**src/hw/rtl/cpu8_pkg.sv**
```systemverilog
package cpu8_pkg;

	typedef enum logic [5:0] {
		OP_ADC = 6'd0, OP_SBC = 6'd1, OP_AND = 6'd2, OP_ORA = 6'd3, OP_EOR = 6'd4,
		OP_CMP = 6'd5, OP_CPX = 6'd6, OP_CPY = 6'd7, OP_BIT = 6'd8, OP_LDA = 6'd9,
		OP_LDX = 6'd10, OP_LDY = 6'd11, OP_ASL = 6'd12, OP_LSR = 6'd13, OP_ROL = 6'd14,
		OP_ROR = 6'd15, OP_INC = 6'd16, OP_DEC = 6'd17, OP_INX = 6'd18, OP_INY = 6'd19,
		OP_DEX = 6'd20, OP_DEY = 6'd21, OP_TAX = 6'd22, OP_TAY = 6'd23, OP_TSX = 6'd24,
		OP_TXA = 6'd25, OP_TXS = 6'd26, OP_TYA = 6'd27, OP_CLC = 6'd28, OP_CLD = 6'd29,
		OP_CLI = 6'd30, OP_CLV = 6'd31, OP_SEC = 6'd32, OP_SED = 6'd33, OP_SEI = 6'd34,
		OP_BCC = 6'd35, OP_BCS = 6'd36, OP_BEQ = 6'd37, OP_BNE = 6'd38, OP_BMI = 6'd39,
		OP_BPL = 6'd40, OP_BVC = 6'd41, OP_BVS = 6'd42, OP_JMP = 6'd43, OP_JSR = 6'd44,
		OP_RTS = 6'd45, OP_RTI = 6'd46, OP_BRK = 6'd47, OP_PHA = 6'd48, OP_PHP = 6'd49,
		OP_PLA = 6'd50, OP_PLP = 6'd51, OP_STA = 6'd52, OP_STX = 6'd53, OP_STY = 6'd54,
		OP_NOP = 6'd55
	} op_t;

	typedef enum logic [1:0] {
		REG_BRK_VEC = 2'd0,
		REG_RST_VEC = 2'd1,
		REG_STOP    = 2'd2
	} reg_t;

	typedef enum logic [1:0] {
		ST_IDLE,
		ST_STACK,
		ST_DONE
	} state_t;

	localparam logic [7:0] F_C = 8'h01;
	localparam logic [7:0] F_Z = 8'h02;
	localparam logic [7:0] F_I = 8'h04;
	localparam logic [7:0] F_D = 8'h08;
	localparam logic [7:0] F_B = 8'h10;
	localparam logic [7:0] F_V = 8'h40;
	localparam logic [7:0] F_N = 8'h80;

	// architectural registers
	typedef struct packed {
		logic [7:0]  a;
		logic [7:0]  x;
		logic [7:0]  y;
		logic [7:0]  sp;
		logic [7:0]  p;
		logic [15:0] pc;
	} regs_t;

	// combinational ALU result for instructions that do not touch the stack
	typedef struct packed {
		regs_t      regs;
		logic       we;
		logic [7:0] wd;
	} alu_res_t;

	function automatic logic [7:0] set_nz(input logic [7:0] p, input logic [7:0] v);
		logic [7:0] r;
		r = p & ~(F_Z | F_N);
		if (v == 8'd0)
			r = r | F_Z;
		r = r | (v & F_N);
		return r;
	endfunction

endpackage

```
**src/hw/rtl/cpu8_alu.sv**
```systemverilog
module cpu8_alu
	import cpu8_pkg::*;
(
	input  regs_t       regs,
	input  logic [5:0]  cmd,
	input  logic [7:0]  operand,
	input  logic [15:0] jump_target,
	input  logic [15:0] next_pc,
	input  logic        on_memory,
	output alu_res_t    res
);

	logic [8:0] sum;
	logic [7:0] addend;
	logic [7:0] cmp_reg;
	logic [8:0] diff;
	logic [7:0] sh_in;
	logic [7:0] sh_out;
	logic       sh_c;
	logic       take;
	logic [7:0] p;

	always_comb begin
		res = '{regs: regs, we: 1'b0, wd: 8'd0};
		res.regs.pc = next_pc;
		p = regs.p;
		take = 1'b0;
		addend = (cmd == OP_SBC) ? ~operand : operand;
		sum = {1'b0, regs.a} + {1'b0, addend} + {8'd0, regs.p[0]};
		cmp_reg = (cmd == OP_CPX) ? regs.x : ((cmd == OP_CPY) ? regs.y : regs.a);
		diff = {1'b0, cmp_reg} - {1'b0, operand};
		sh_in = on_memory ? operand : regs.a;
		sh_out = 8'd0;
		sh_c = 1'b0;
		case (cmd)
			OP_ASL: begin sh_out = {sh_in[6:0], 1'b0};      sh_c = sh_in[7]; end
			OP_LSR: begin sh_out = {1'b0, sh_in[7:1]};      sh_c = sh_in[0]; end
			OP_ROL: begin sh_out = {sh_in[6:0], regs.p[0]}; sh_c = sh_in[7]; end
			default: begin sh_out = {regs.p[0], sh_in[7:1]}; sh_c = sh_in[0]; end
		endcase

		unique case (cmd) inside
			OP_ADC, OP_SBC: begin
				res.regs.a = sum[7:0];
				p[6] = ((regs.a ^ sum[7:0]) & (addend ^ sum[7:0]) & 8'h80) != 8'd0;
				p[0] = sum[8];
				p = set_nz(p, sum[7:0]);
			end
			OP_AND: begin res.regs.a = regs.a & operand; p = set_nz(p, regs.a & operand); end
			OP_ORA: begin res.regs.a = regs.a | operand; p = set_nz(p, regs.a | operand); end
			OP_EOR: begin res.regs.a = regs.a ^ operand; p = set_nz(p, regs.a ^ operand); end
			OP_CMP, OP_CPX, OP_CPY: begin
				p[0] = ~diff[8];
				p[1] = (cmp_reg == operand);
				p[7] = diff[7];
			end
			OP_BIT: begin
				p[1] = ((regs.a & operand) == 8'd0);
				p[6] = operand[6];
				p[7] = operand[7];
			end
			OP_LDA: begin res.regs.a = operand; p = set_nz(p, operand); end
			OP_LDX: begin res.regs.x = operand; p = set_nz(p, operand); end
			OP_LDY: begin res.regs.y = operand; p = set_nz(p, operand); end
			OP_ASL, OP_LSR, OP_ROL, OP_ROR: begin
				p[0] = sh_c;
				p = set_nz(p, sh_out);
				if (on_memory) begin
					res.we = 1'b1;
					res.wd = sh_out;
				end else begin
					res.regs.a = sh_out;
				end
			end
			OP_INC: begin res.we = 1'b1; res.wd = operand + 8'd1; p = set_nz(p, operand + 8'd1); end
			OP_DEC: begin res.we = 1'b1; res.wd = operand - 8'd1; p = set_nz(p, operand - 8'd1); end
			OP_INX: begin res.regs.x = regs.x + 8'd1; p = set_nz(p, regs.x + 8'd1); end
			OP_INY: begin res.regs.y = regs.y + 8'd1; p = set_nz(p, regs.y + 8'd1); end
			OP_DEX: begin res.regs.x = regs.x - 8'd1; p = set_nz(p, regs.x - 8'd1); end
			OP_DEY: begin res.regs.y = regs.y - 8'd1; p = set_nz(p, regs.y - 8'd1); end
			OP_TAX: begin res.regs.x = regs.a; p = set_nz(p, regs.a); end
			OP_TAY: begin res.regs.y = regs.a; p = set_nz(p, regs.a); end
			OP_TSX: begin res.regs.x = regs.sp; p = set_nz(p, regs.sp); end
			OP_TXA: begin res.regs.a = regs.x; p = set_nz(p, regs.x); end
			OP_TXS: res.regs.sp = regs.x;
			OP_TYA: begin res.regs.a = regs.y; p = set_nz(p, regs.y); end
			OP_CLC: p = p & ~F_C;
			OP_CLD: p = p & ~F_D;
			OP_CLI: p = p & ~F_I;
			OP_CLV: p = p & ~F_V;
			OP_SEC: p = p | F_C;
			OP_SED: p = p | F_D;
			OP_SEI: p = p | F_I;
			OP_BCC: take = ~regs.p[0];
			OP_BCS: take = regs.p[0];
			OP_BEQ: take = regs.p[1];
			OP_BNE: take = ~regs.p[1];
			OP_BMI: take = regs.p[7];
			OP_BPL: take = ~regs.p[7];
			OP_BVC: take = ~regs.p[6];
			OP_BVS: take = regs.p[6];
			OP_JMP: res.regs.pc = jump_target;
			OP_STA: begin res.we = 1'b1; res.wd = regs.a; end
			OP_STX: begin res.we = 1'b1; res.wd = regs.x; end
			OP_STY: begin res.we = 1'b1; res.wd = regs.y; end
			default: ;
		endcase
		res.regs.p = p;
		if (take)
			res.regs.pc = next_pc + {{8{operand[7]}}, operand};
	end

endmodule

```
**src/hw/rtl/cpu_8bit_execute_unit.sv**
```systemverilog
// Execute stage of an 8-bit 6502-style processor. Each input word is one decoded
// instruction; each produces exactly one output word with all registers, the new
// program counter and any memory write-back byte. Register-only instructions go
// straight from the ALU into the output register and may be issued back to back
// while results are taken. Stack instructions run a small sequencer over the stack
// RAM, which is never read and written at once: one step per pushed byte, a read
// step and a data step per pulled byte, and a done state that posts the result.
// A result waiting at the output holds off the next word, which can enter in the
// same cycle that the waiting result is taken. Configuration is written through
// an APB port at 4*index.
module cpu_8bit_execute_unit
	import cpu8_pkg::*;
#(
	parameter int STACK_DEPTH = 256
) (
	input  logic        clk,
	input  logic        arst_n,
	// configuration
	input  logic        psel,
	input  logic        penable,
	input  logic        pwrite,
	input  logic [3:0]  paddr,
	input  logic [31:0] pwdata,
	output logic [31:0] prdata,
	output logic        pready,
	// instruction channel
	input  logic        in_valid,
	output logic        in_ready,
	input  logic [5:0]  cmd,
	input  logic [7:0]  operand,
	input  logic [15:0] jump_target,
	input  logic [15:0] next_pc,
	input  logic        on_memory,
	// result channel
	output logic        out_valid,
	input  logic        out_ready,
	output logic        write_enable,
	output logic [7:0]  write_data,
	output logic [7:0]  acc_out,
	output logic [7:0]  x_out,
	output logic [7:0]  y_out,
	output logic [7:0]  sp_out,
	output logic [7:0]  status_out,
	output logic [15:0] pc_out,
	output logic        halted
);

	localparam int AW = (STACK_DEPTH > 1) ? $clog2(STACK_DEPTH) : 1;

	// configuration registers
	logic [15:0] brk_vec_q;
	logic [15:0] rst_vec_q;
	logic        stop_q;
	logic        cfg_wr;
	logic [1:0]  cfg_idx;

	assign pready  = 1'b1;
	assign cfg_wr  = psel && penable && pwrite;
	assign cfg_idx = paddr[3:2];

	always_comb begin
		unique case (cfg_idx)
			REG_BRK_VEC: prdata = {16'd0, brk_vec_q};
			REG_RST_VEC: prdata = {16'd0, rst_vec_q};
			REG_STOP:    prdata = {31'd0, stop_q};
			default:     prdata = 32'd0;
		endcase
	end

	always_ff @(posedge clk or negedge arst_n) begin
		if (!arst_n) begin
			brk_vec_q <= 16'd0;
			rst_vec_q <= 16'd0;
			stop_q    <= 1'b0;
		end else if (cfg_wr) begin
			unique case (cfg_idx)
				REG_BRK_VEC: brk_vec_q <= pwdata[15:0];
				REG_RST_VEC: rst_vec_q <= pwdata[15:0];
				REG_STOP:    stop_q    <= pwdata[0];
				default: ;
			endcase
		end
	end

	// architectural state
	regs_t regs_q;
	regs_t regs_d;
	logic  regs_ld;

	// stack memory
	logic [7:0]    stk_mem [STACK_DEPTH];
	logic          stk_we;
	logic [AW-1:0] stk_waddr;
	logic [7:0]    stk_wdata;
	logic          stk_re;
	logic [AW-1:0] stk_raddr;
	logic [7:0]    stk_rdata_q;

	always_ff @(posedge clk) begin
		if (stk_we)
			stk_mem[stk_waddr] <= stk_wdata;
		if (stk_re)
			stk_rdata_q <= stk_mem[stk_raddr];
	end

	// sequencer for stack instructions
	state_t      state_q, state_d;
	logic [5:0]  op_q;
	logic [15:0] npc_q;
	logic [15:0] tgt_q;
	logic [2:0]  step_q, step_d;
	logic [7:0]  lo_q, lo_d;
	regs_t       wrk_q, wrk_d;

	// output register
	logic        ov_q;
	logic        we_q;
	logic [7:0]  wd_q;
	regs_t       oregs_q;
	logic        halt_q;

	alu_res_t alu;
	logic     acc;
	logic     is_stack;
	logic     out_free;
	logic     fin;
	logic     fin_halt;
	logic [15:0] ret;

	cpu8_alu u_alu (
		.regs        (regs_q),
		.cmd         (cmd),
		.operand     (operand),
		.jump_target (jump_target),
		.next_pc     (next_pc),
		.on_memory   (on_memory),
		.res         (alu)
	);

	assign out_free = !ov_q || out_ready;
	assign in_ready = (state_q == ST_IDLE) && out_free;
	assign acc      = in_valid && in_ready;

	always_comb begin
		unique case (cmd) inside
			OP_JSR, OP_RTS, OP_RTI, OP_PHA, OP_PHP, OP_PLA, OP_PLP: is_stack = 1'b1;
			OP_BRK:  is_stack = !stop_q;
			default: is_stack = 1'b0;
		endcase
	end

	// push: write at sp, then decrement; pull: increment, read at new sp
	always_comb begin
		state_d   = state_q;
		step_d    = step_q;
		lo_d      = lo_q;
		wrk_d     = wrk_q;
		stk_we    = 1'b0;
		stk_waddr = wrk_q.sp[AW-1:0];
		stk_wdata = 8'd0;
		stk_re    = 1'b0;
		stk_raddr = wrk_q.sp[AW-1:0] + AW'(1);
		fin       = 1'b0;
		fin_halt  = 1'b0;
		ret       = 16'd0;
		unique case (state_q)
			ST_IDLE: begin
				if (acc && is_stack) begin
					state_d = ST_STACK;
					step_d  = 3'd0;
					wrk_d   = regs_q;
				end else if (acc) begin
					fin      = 1'b1;
					fin_halt = (cmd == OP_BRK);
				end
			end
			ST_STACK: begin
				step_d = step_q + 3'd1;
				unique case (op_q) inside
					OP_PHA, OP_PHP: begin
						stk_we = 1'b1;
						stk_wdata = (op_q == OP_PHA) ? wrk_q.a : wrk_q.p;
						wrk_d.sp = wrk_q.sp - 8'd1;
						wrk_d.pc = npc_q;
						state_d = ST_DONE;
					end
					OP_JSR, OP_BRK: begin
						ret = (op_q == OP_JSR) ? npc_q - 16'd1 : npc_q + 16'd1;
						stk_we = 1'b1;
						wrk_d.sp = wrk_q.sp - 8'd1;
						unique case (step_q)
							3'd0: stk_wdata = ret[15:8];
							3'd1: begin
								stk_wdata = ret[7:0];
								if (op_q == OP_JSR) begin
									wrk_d.pc = tgt_q;
									state_d = ST_DONE;
								end
							end
							default: begin
								stk_wdata = wrk_q.p | F_B;
								wrk_d.p = wrk_q.p | F_B | F_I;
								wrk_d.pc = brk_vec_q;
								state_d = ST_DONE;
							end
						endcase
					end
					default: begin
						// pulls: read issued on even steps, data back on odd steps
						if (!step_q[0]) begin
							stk_re = 1'b1;
							wrk_d.sp = wrk_q.sp + 8'd1;
						end else begin
							unique case (op_q) inside
								OP_PLA: begin
									wrk_d.a = stk_rdata_q;
									wrk_d.p = set_nz(wrk_q.p, stk_rdata_q);
									wrk_d.pc = npc_q;
									state_d = ST_DONE;
								end
								OP_PLP: begin
									wrk_d.p = stk_rdata_q;
									wrk_d.pc = npc_q;
									state_d = ST_DONE;
								end
								OP_RTS: begin
									if (step_q == 3'd1)
										lo_d = stk_rdata_q;
									else begin
										wrk_d.pc = {stk_rdata_q, lo_q} + 16'd1;
										state_d = ST_DONE;
									end
								end
								default: begin
									if (step_q == 3'd1)
										wrk_d.p = stk_rdata_q;
									else if (step_q == 3'd3)
										lo_d = stk_rdata_q;
									else begin
										wrk_d.pc = {stk_rdata_q, lo_q};
										state_d = ST_DONE;
									end
								end
							endcase
						end
					end
				endcase
			end
			ST_DONE: begin
				if (out_free) begin
					fin = 1'b1;
					state_d = ST_IDLE;
				end
			end
			default: state_d = ST_IDLE;
		endcase
	end

	always_ff @(posedge clk or negedge arst_n) begin
		if (!arst_n) begin
			state_q <= ST_IDLE;
			step_q  <= 3'd0;
		end else begin
			state_q <= state_d;
			step_q  <= step_d;
		end
	end

	always_ff @(posedge clk) begin
		lo_q  <= lo_d;
		wrk_q <= wrk_d;
		if (acc) begin
			op_q  <= cmd;
			npc_q <= next_pc;
			tgt_q <= jump_target;
		end
	end

	// register file update
	always_comb begin
		regs_ld = fin;
		if (state_q == ST_DONE)
			regs_d = wrk_q;
		else if (fin_halt)
			regs_d = regs_q;
		else
			regs_d = alu.regs;
	end

	always_ff @(posedge clk or negedge arst_n) begin
		if (!arst_n) begin
			regs_q <= '{a: 8'd0, x: 8'd0, y: 8'd0, sp: 8'hFF, p: F_I, pc: 16'd0};
		end else if (cfg_wr && cfg_idx == REG_RST_VEC) begin
			regs_q.pc <= pwdata[15:0];
		end else if (regs_ld) begin
			regs_q <= regs_d;
		end
	end

	// output stage
	always_ff @(posedge clk or negedge arst_n) begin
		if (!arst_n) begin
			ov_q <= 1'b0;
		end else if (fin) begin
			ov_q <= 1'b1;
		end else if (out_ready) begin
			ov_q <= 1'b0;
		end
	end

	always_ff @(posedge clk) begin
		if (fin) begin
			oregs_q <= regs_d;
			halt_q  <= fin_halt;
			we_q    <= (state_q == ST_IDLE) && !fin_halt && alu.we;
			wd_q    <= ((state_q == ST_IDLE) && !fin_halt) ? alu.wd : 8'd0;
		end
	end

	assign out_valid    = ov_q;
	assign write_enable = we_q;
	assign write_data   = wd_q;
	assign acc_out      = oregs_q.a;
	assign x_out        = oregs_q.x;
	assign y_out        = oregs_q.y;
	assign sp_out       = oregs_q.sp;
	assign status_out   = oregs_q.p;
	assign pc_out       = oregs_q.pc;
	assign halted       = halt_q;

`ifndef SYNTH
	a_no_accept_busy: assert property (@(posedge clk) disable iff (!arst_n)
		(state_q != ST_IDLE) |-> !in_ready)
		else $error("word accepted during stack sequence");
	a_fin_room: assert property (@(posedge clk) disable iff (!arst_n)
		fin |-> (!ov_q || out_ready))
		else $error("result overwrote a pending word");
	a_no_mem_both: assert property (@(posedge clk) disable iff (!arst_n)
		!(stk_we && stk_re))
		else $error("stack read and write in one cycle");
	a_done_one: assert property (@(posedge clk) disable iff (!arst_n)
		(state_q == ST_DONE && out_free) |=> (state_q == ST_IDLE && ov_q))
		else $error("finished word not posted");
`endif

endmodule
```
**config.mk**
```make
export PLATFORM = sky130hd
export DESIGN_NAME = cpu_8bit_execute_unit
export DESIGN_NICKNAME = d
export VERILOG_FILES = /design/src/hw/rtl/cpu8_pkg.sv /design/src/hw/rtl/cpu8_alu.sv /design/src/hw/rtl/cpu_8bit_execute_unit.sv
export SDC_FILE = /design/constraint.sdc
export NUM_CORES = 2
export LEC_CHECK = 0
export ABC_AREA = 1
export BUFFER_PORTS_ARGS = -buffer_cell sky130_fd_sc_hd__clkbuf_2
export CAP_MARGIN = 20
export CELL_PAD_IN_SITES_DETAIL_PLACEMENT = 1
export CELL_PAD_IN_SITES_GLOBAL_PLACEMENT = 2
export CORE_AREA = 4 4 584 441
export DETAILED_ROUTE_END_ITERATION = 10
export DIE_AREA = 0 0 588 445
export GPL_ROUTABILITY_DRIVEN = 0
export MAX_ROUTING_LAYER = met4
export PLACE_DENSITY = 0.84
export SLEW_MARGIN = 20
export SYNTH_ARGS = -nofsm -noshare
export SYNTH_HDL_FRONTEND = slang
export SYNTH_SLANG_ARGS = --single-unit
```
**constraint.sdc**
```tcl
create_clock -name clk -period 7.9 [get_ports clk]
set_input_delay 0.395 -clock clk [delete_from_list [all_inputs] [get_ports clk]]
set_output_delay 0.395 -clock clk [all_outputs]
set_load 0.05 [all_outputs]
```
# --- Word-level counts from Yosys, hierarchy flattened ---
# Memory sizes are Yosys's and may differ from the RTL's. A register that Yosys moved wholly into a read port is not among the register bits.
# Index checks and enable logic that the tools add are counted.
word_totals:
  ff_bits: 263
  mem_bits_rw: 2048
  input_bits: 90
  output_inout_bits: 101
  memories: 1
memory_table:
  columns: ["memory", "depth", "width", "rd", "rd_ports_with_merged_regs", "write_ports", "line", "text"]
  rows:
  - ["stk_mem", 256, 8, 1, 1, 1, "cpu_8bit_execute_unit.sv:91", "logic [7:0] stk_mem [STACK_DEPTH];"]
classes:
  n_addsub: 16
  eq_ne: 90
  muxes: 124
  n_bitwise: 35
  reduce_logical: 60
op_table:
  columns: ["operator", "n"]
  rows:
  - ["two-way mux 8 bit", 39]
  - ["== test 6 bit (second input constant)", 30]
  - ["two-way mux 56 bit", 3]
  - ["bitwise OR 8 bit", 21]
  - ["two-way mux 16 bit", 9]
  - ["logical NOT 8 bit", 17]
  - ["== test 6 x 5 -> 1 bit (second input constant)", 16]
  - ["case mux 16 bit (2 select lines)", 3]
  - ["case mux 4 bit (23 select lines)", 1]
  - ["case mux 8 bit (2 select lines)", 5]
  - ["case mux 32 bit (2 select lines)", 1]
  - ["case mux 8 bit (8 select lines)", 1]
  - ["case mux 1 bit (21 select lines)", 3]
  - ["case mux 9 bit (6 select lines)", 1]
  - ["== test 6 x 4 -> 1 bit (second input constant)", 8]
  - ["two-way mux 2 bit", 24]
  - ["case mux 16 bit (3 select lines)", 1]
  - ["case mux 8 bit (3 select lines)", 2]
  - ["case mux 8 bit (5 select lines)", 1]
  - ["adder 16 x 1 -> 16 bit (second input constant)", 2]
  - ["adder 8 x 1 -> 8 bit (second input constant)", 4]
  - ["case mux 8 bit (4 select lines)", 1]
  - ["subtractor 8 x 1 -> 8 bit (second input constant)", 4]
  - ["== test 6 x 3 -> 1 bit (second input constant)", 4]
  - ["53 further kinds", 124]

# --- Logic depth before layout (Yosys ltp) ---
logic_depth:
  depth_word: 13
  mapped_depth: 23
  depth_no_buf: 23

# --- Modules after synthesis ---
# From an unflattened synthesis, not the netlist that was laid out.
unflattened:
  hier_cells: 9055
  hier_area_um2: 101154.5
modules_own_cells:
  columns: ["mod", "instances", "cells_each", "area_each_um2", "seq_area_each_um2"]
  rows:
  - ["cpu_8bit_execute_unit", 1, 7950, 95277.6, 69172.6]
  - ["cpu8_alu", 1, 1105, 5876.9, 0.0]

# --- Worst setup path before layout ---
# No wires, ideal clock.
synth_path:
  path_kind: "reg2reg"
  startpoint: "reg op_q[4]"
  endpoint: "mem stk_mem[0][1], data pin"
  t_arrival_ns: 6.215
  required_time_ns: 7.075
  setup_slack_ns: 0.861
  path_stages_with_launch: 15
  n_path_buf: 0
  synth_period_minus_slack_ns: 7.039
  path_cell_list: "edfxtp_1 nor2_1 nand2_1 nor3_1 ha_1 a21oi_1 nand2_1 a21boi_0 o21ai_0 a21oi_1 or2_2 nand3_1 nand3_1 nand2_1 nand2_1"
synth_between:
  elab_chain_len: 5
synth_lines:
  columns: ["item", "line", "text"]
  rows:
  - ["from (decl)", "cpu_8bit_execute_unit.sv:108", "logic [5:0] op_q;"]
  - ["from (signal assigned)", "cpu_8bit_execute_unit.sv:273", "op_q <= cmd;"]
  - ["== test 6 bit", "cpu_8bit_execute_unit.sv:188", "ret = (op_q == OP_JSR) ? npc_q - 16'd1 : npc_q + 16'd1;"]
  - ["two-way mux 16 bit", "cpu_8bit_execute_unit.sv:188", null]
  - ["case mux 8 bit (2 select lines)", "cpu_8bit_execute_unit.sv:191", "unique case (step_q)"]
  - ["case mux 8 bit (2 select lines) (*)", "cpu_8bit_execute_unit.sv:179", "unique case (op_q) inside"]
  - ["two-way mux 8 bit (*)", "cpu_8bit_execute_unit.sv:166", "unique case (state_q)"]
  - ["via stk_wdata[1]", "cpu_8bit_execute_unit.sv:94", "logic [7:0] stk_wdata;"]
  - ["to (decl)", "cpu_8bit_execute_unit.sv:91", null]
# Mark *: on every way through the listed nets, which the timed path passes. The rest lies on a longest branch.

# --- Worst setup path after layout ---
layout_path:
  startpoint: "reg op_q[0]"
  endpoint: "mem stk_mem[237][2], enable pin"
layout_between:
  elab_chain_len: 6
layout_lines:
  columns: ["item", "line", "text"]
  rows:
  - ["== test 6 bit", null, null]
  - ["OR reduction 4 bit (no line) (*)", null, null]
  - ["two-way mux 1 bit (*)", "cpu_8bit_execute_unit.sv:179", null]
  - ["two-way mux 1 bit (*)", "cpu_8bit_execute_unit.sv:166", null]
  - ["two-way mux 1 bit (*)", "cpu_8bit_execute_unit.sv:100", "if (stk_we)"]
  - ["two-way mux 1 bit (not written as such) (*)", "cpu_8bit_execute_unit.sv:101", "stk_mem[stk_waddr] <= stk_wdata;"]
# Mark *: on every way between the ends. The rest lies on a longest branch, timed or not.

==> qor.yml <==
placement:
  port_buffers: 155
  hpwlAfterDp_um: 205000
  dp_slack_ps: 2910
routing:
  drt-total-wl_um: 339000
  routed.top_layer: "met4"
  drc_errors: 0
  wl_met3_um: 30400
  met1Wirelength_um: 149000
  vias_per_cell: 5.92
  num_vias: 74000
  routedWlPerCell_um: 27.1
  drt_iter0_drc: 8147
  ant_nets: 0
  firstDrtPassIters: 5
  dr_wl_met2_um: 150000
grt:
  grt_pass1_vias: 73900
  grt_pass1_wl_um: 497000
  grt_max_degree: 217
  grt_use_total_pct: 25.8
  overflow: 0
  grt_antenna_before_repair: 14
critical_path:
  cp_max_fo: 20
  startpoint: "op_q[0]"
  r2r-start: "op_q[0]"
  start_kind: "flip-flop"
  cp.required_ps: 8400
  end_kind: "flip-flop"
  path_class: "flip-flop to flip-flop"
  r2r_cells: 9
  cp.arrival_ps: 5590
clock_tree:
  clock_latency_ps: 900
  post-cts-setup-buffers: 0
  clkTransAtPathRegs_ps: 70
  cts.sinks: 2319
  tritoncts: "built"
  ctsLongestPathBuffers: 4
  cts_root_buf: "clkbuf_16"
  htreeDepth: 4
  cts_made_buffers: 230
hold_path:
  hold_class: "input port to async pin"
floorplan:
  die_x_um: 588
  fp.coreArea_um2: 252000
  die_area_um2: 262000
  die_y_um: 445
  rows: 160
  pin_count: 191
  start_util_pct: 39.8
synth:
  syn_area_per_cell_um2: 11.2
  synthCells: 8988
  synth.distinct_cells: 64
  netlist_area_um2: 100000
  ys_seq_elements: 2319
  synth_async_sr_flop_share_pct: 4.10
  yosysSeqAreaShare_pct: 68.9
  synth_enable_flop_cells: 2224
  synth_flop_cell: "edfxtp_1"
  ys_warn_count: 0
timing:
  finalCriticalPeriod_ps: 5090
  hold_viol: 0
  rsz0062_at_grt: "no"
  worst_pin_slew_ps: 1230
  maxSlewHeadroom_pct: 17.8
  setup_viol: 0
  final-max-slew-violation-count: 0
  fin_tns_setup_ps: 0
  setup_slack_ps: 2810
  fin_crit_sh_pct: 64.4
  fmax_mhz: 197
  final.setup_skew_ps: 39.2
cells_and_area:
  syn_to_final_growth_pct: 11.7
  fin_nets: 9162
  drive_above_1_share_pct: 7.89
outcome:
  outcome: "finished clean"
pwr:
  irDropWorstVdd_uv: 511
  power_density_nw_per_um2: 385
  power.leakage_nw: 35.7
run:
  max_cap_violations: 0
sequential cells by signal, summed over array words and instances, names as in the netlist, 2 cells and up:
register and flops:
y_out 8, brk_vec_q 16, lo_q 8, rst_vec_q 16, stk_rdata_q 8, npc_q 16
wrk_q 48, step_q 3, x_out 8, op_q 6, acc_out 8, sp_out 8
tgt_q 16, regs_q 56, stk_mem 2048, pc_out 16, stk_waddr 8, state_q 2
status_out 8, write_data 8
routing by layer:
layer | vias to the layer above | global-route usage [%]
li1 | 32300 | -
met1 | 38000 | 37.2
met2 | 3132 | 37.8
met3 | 539 | 4.61
met4 | 0 | 6.91
met5 | - | -
synth_stat cells, types with 25 or more instances:
master    instances  share of area (%)
edfxtp_1       2224                 66
nor2_1         1519                5.7
nand2_1        1270                4.7
o21ai_0        1239                6.2
nand3_1         659                3.3
o22ai_1         564                3.5
clkbuf_1        390                1.5
inv_1           242               0.90
a21oi_1         127               0.63
buf_2           126               0.63
dfrtp_1          86                2.1
ha_1             86                1.1
o21ai_1          46               0.23
nor3_1           42               0.21
xor2_1           37               0.32
nand4_1          35               0.22
inv_2            31               0.12
buf_4            30               0.22
buf_1            25              0.093
cell type report:
class,count,area [um^2]
antenna,5,12.5
clock buffer,279,6060
clock inverter,134,1300
fill,27000,140000
inverter,285,1090
multi-input combinational,5826,28000
sequential,2319,69200
tap,3321,4160
timing repair buffer,320,2400
stage by stage:
stage | util (%) | hold WS, ps | total power [mW] | instances | area, um^2
after floorplan | - | 99.4 | 25.4 | 9003 | 101000
after global placement | 41.3 | 450 | 31.3 | 12000 | 104000
after detailed placement | 41.3 | 462 | 31.9 | 12000 | 104000
after CTS | 44.5 | 32.2 | 43.0 | 12500 | 112000
after global routing | 44.5 | 99.7 | 45.3 | 12500 | 112000
final | 44.5 | 71.6 | 43.2 | 12500 | 112000
worst max-delay path, stage by stage (launching register included):
cell and delay [ps]:
edfxtp_1 500, inv_2 250, nor2_1 120, nor3_2 420, nand2_1 570, nand2_1 240
buf_4 320, nand4_1 890, buf_4 600, nor2_1 720
final timing paths:
check | endpoint | slack [ps]
min | rst_vec_q[6] | 70
min reg2reg | brk_vec_q[0] | 530
min in group clk | pc_out[3] | 200
max reg2reg | stk_mem[237][2] | 2810
max in group asynchronous | regs_q[33] | 6420
max | stk_mem[237][2] | 2810
logic make-up after synthesis:
family / count (synthesis) / synth area share [%]
muxes: 21 / 0.235
AOI/OAI and AO/OA: 2070 / 11.3
other: 2 / 0.00748
and+or+nand+nor: 3579 / 14.5
buffers and inverters: 858 / 3.49
DFF: 2319 / 68.9
xor gates and xnor gates: 49 / 0.435
adders and majority gates: 90 / 1.15
cells in the final DEF (no fill, tap or decap), types with 19 or more instances in the layout:
| master | instances |
|---|---|
| edfxtp_1 | 2224 |
| nor2_1 | 1516 |
| nand2_1 | 1253 |
| o21ai_0 | 1239 |
| nand3_1 | 652 |
| o22ai_1 | 564 |
| inv_1 | 241 |
| clkbuf_16 | 234 |
| clkbuf_2 | 154 |
| a21oi_1 | 127 |
| buf_4 | 88 |
| dfrtp_1 | 86 |
| ha_1 | 85 |
| dlygate4sd3_1 | 59 |
| clkinv_1 | 56 |
| clkinv_2 | 51 |
| o21ai_1 | 46 |
| clkbuf_1 | 41 |
| nor3_1 | 40 |
| xor2_1 | 36 |
| nand4_1 | 35 |
| inv_2 | 29 |
| bufinv_16 | 24 |
| o211ai_1 | 21 |
| buf_12 | 19 |
power by group:
| group | switching, mW | total [mW] | internal (mW) |
|---|---|---|---|
| registers | 0.481 | 14.5 | 14.1 |
| logic | 13.3 | 17.6 | 4.33 |
| clock network | 4.80 | 11.0 | 6.22 |
| total | 18.5 | 43.2 | 24.6 |
repair_timing:
action / in CTS / in global routing
gates resized for setup: 0 / 0
setup endpoints to repair: 0 / 0
hold buffers: 59 / 0
endpoints found under the hold margin: 133 / 0
Power figures use the tool's default switching activity.
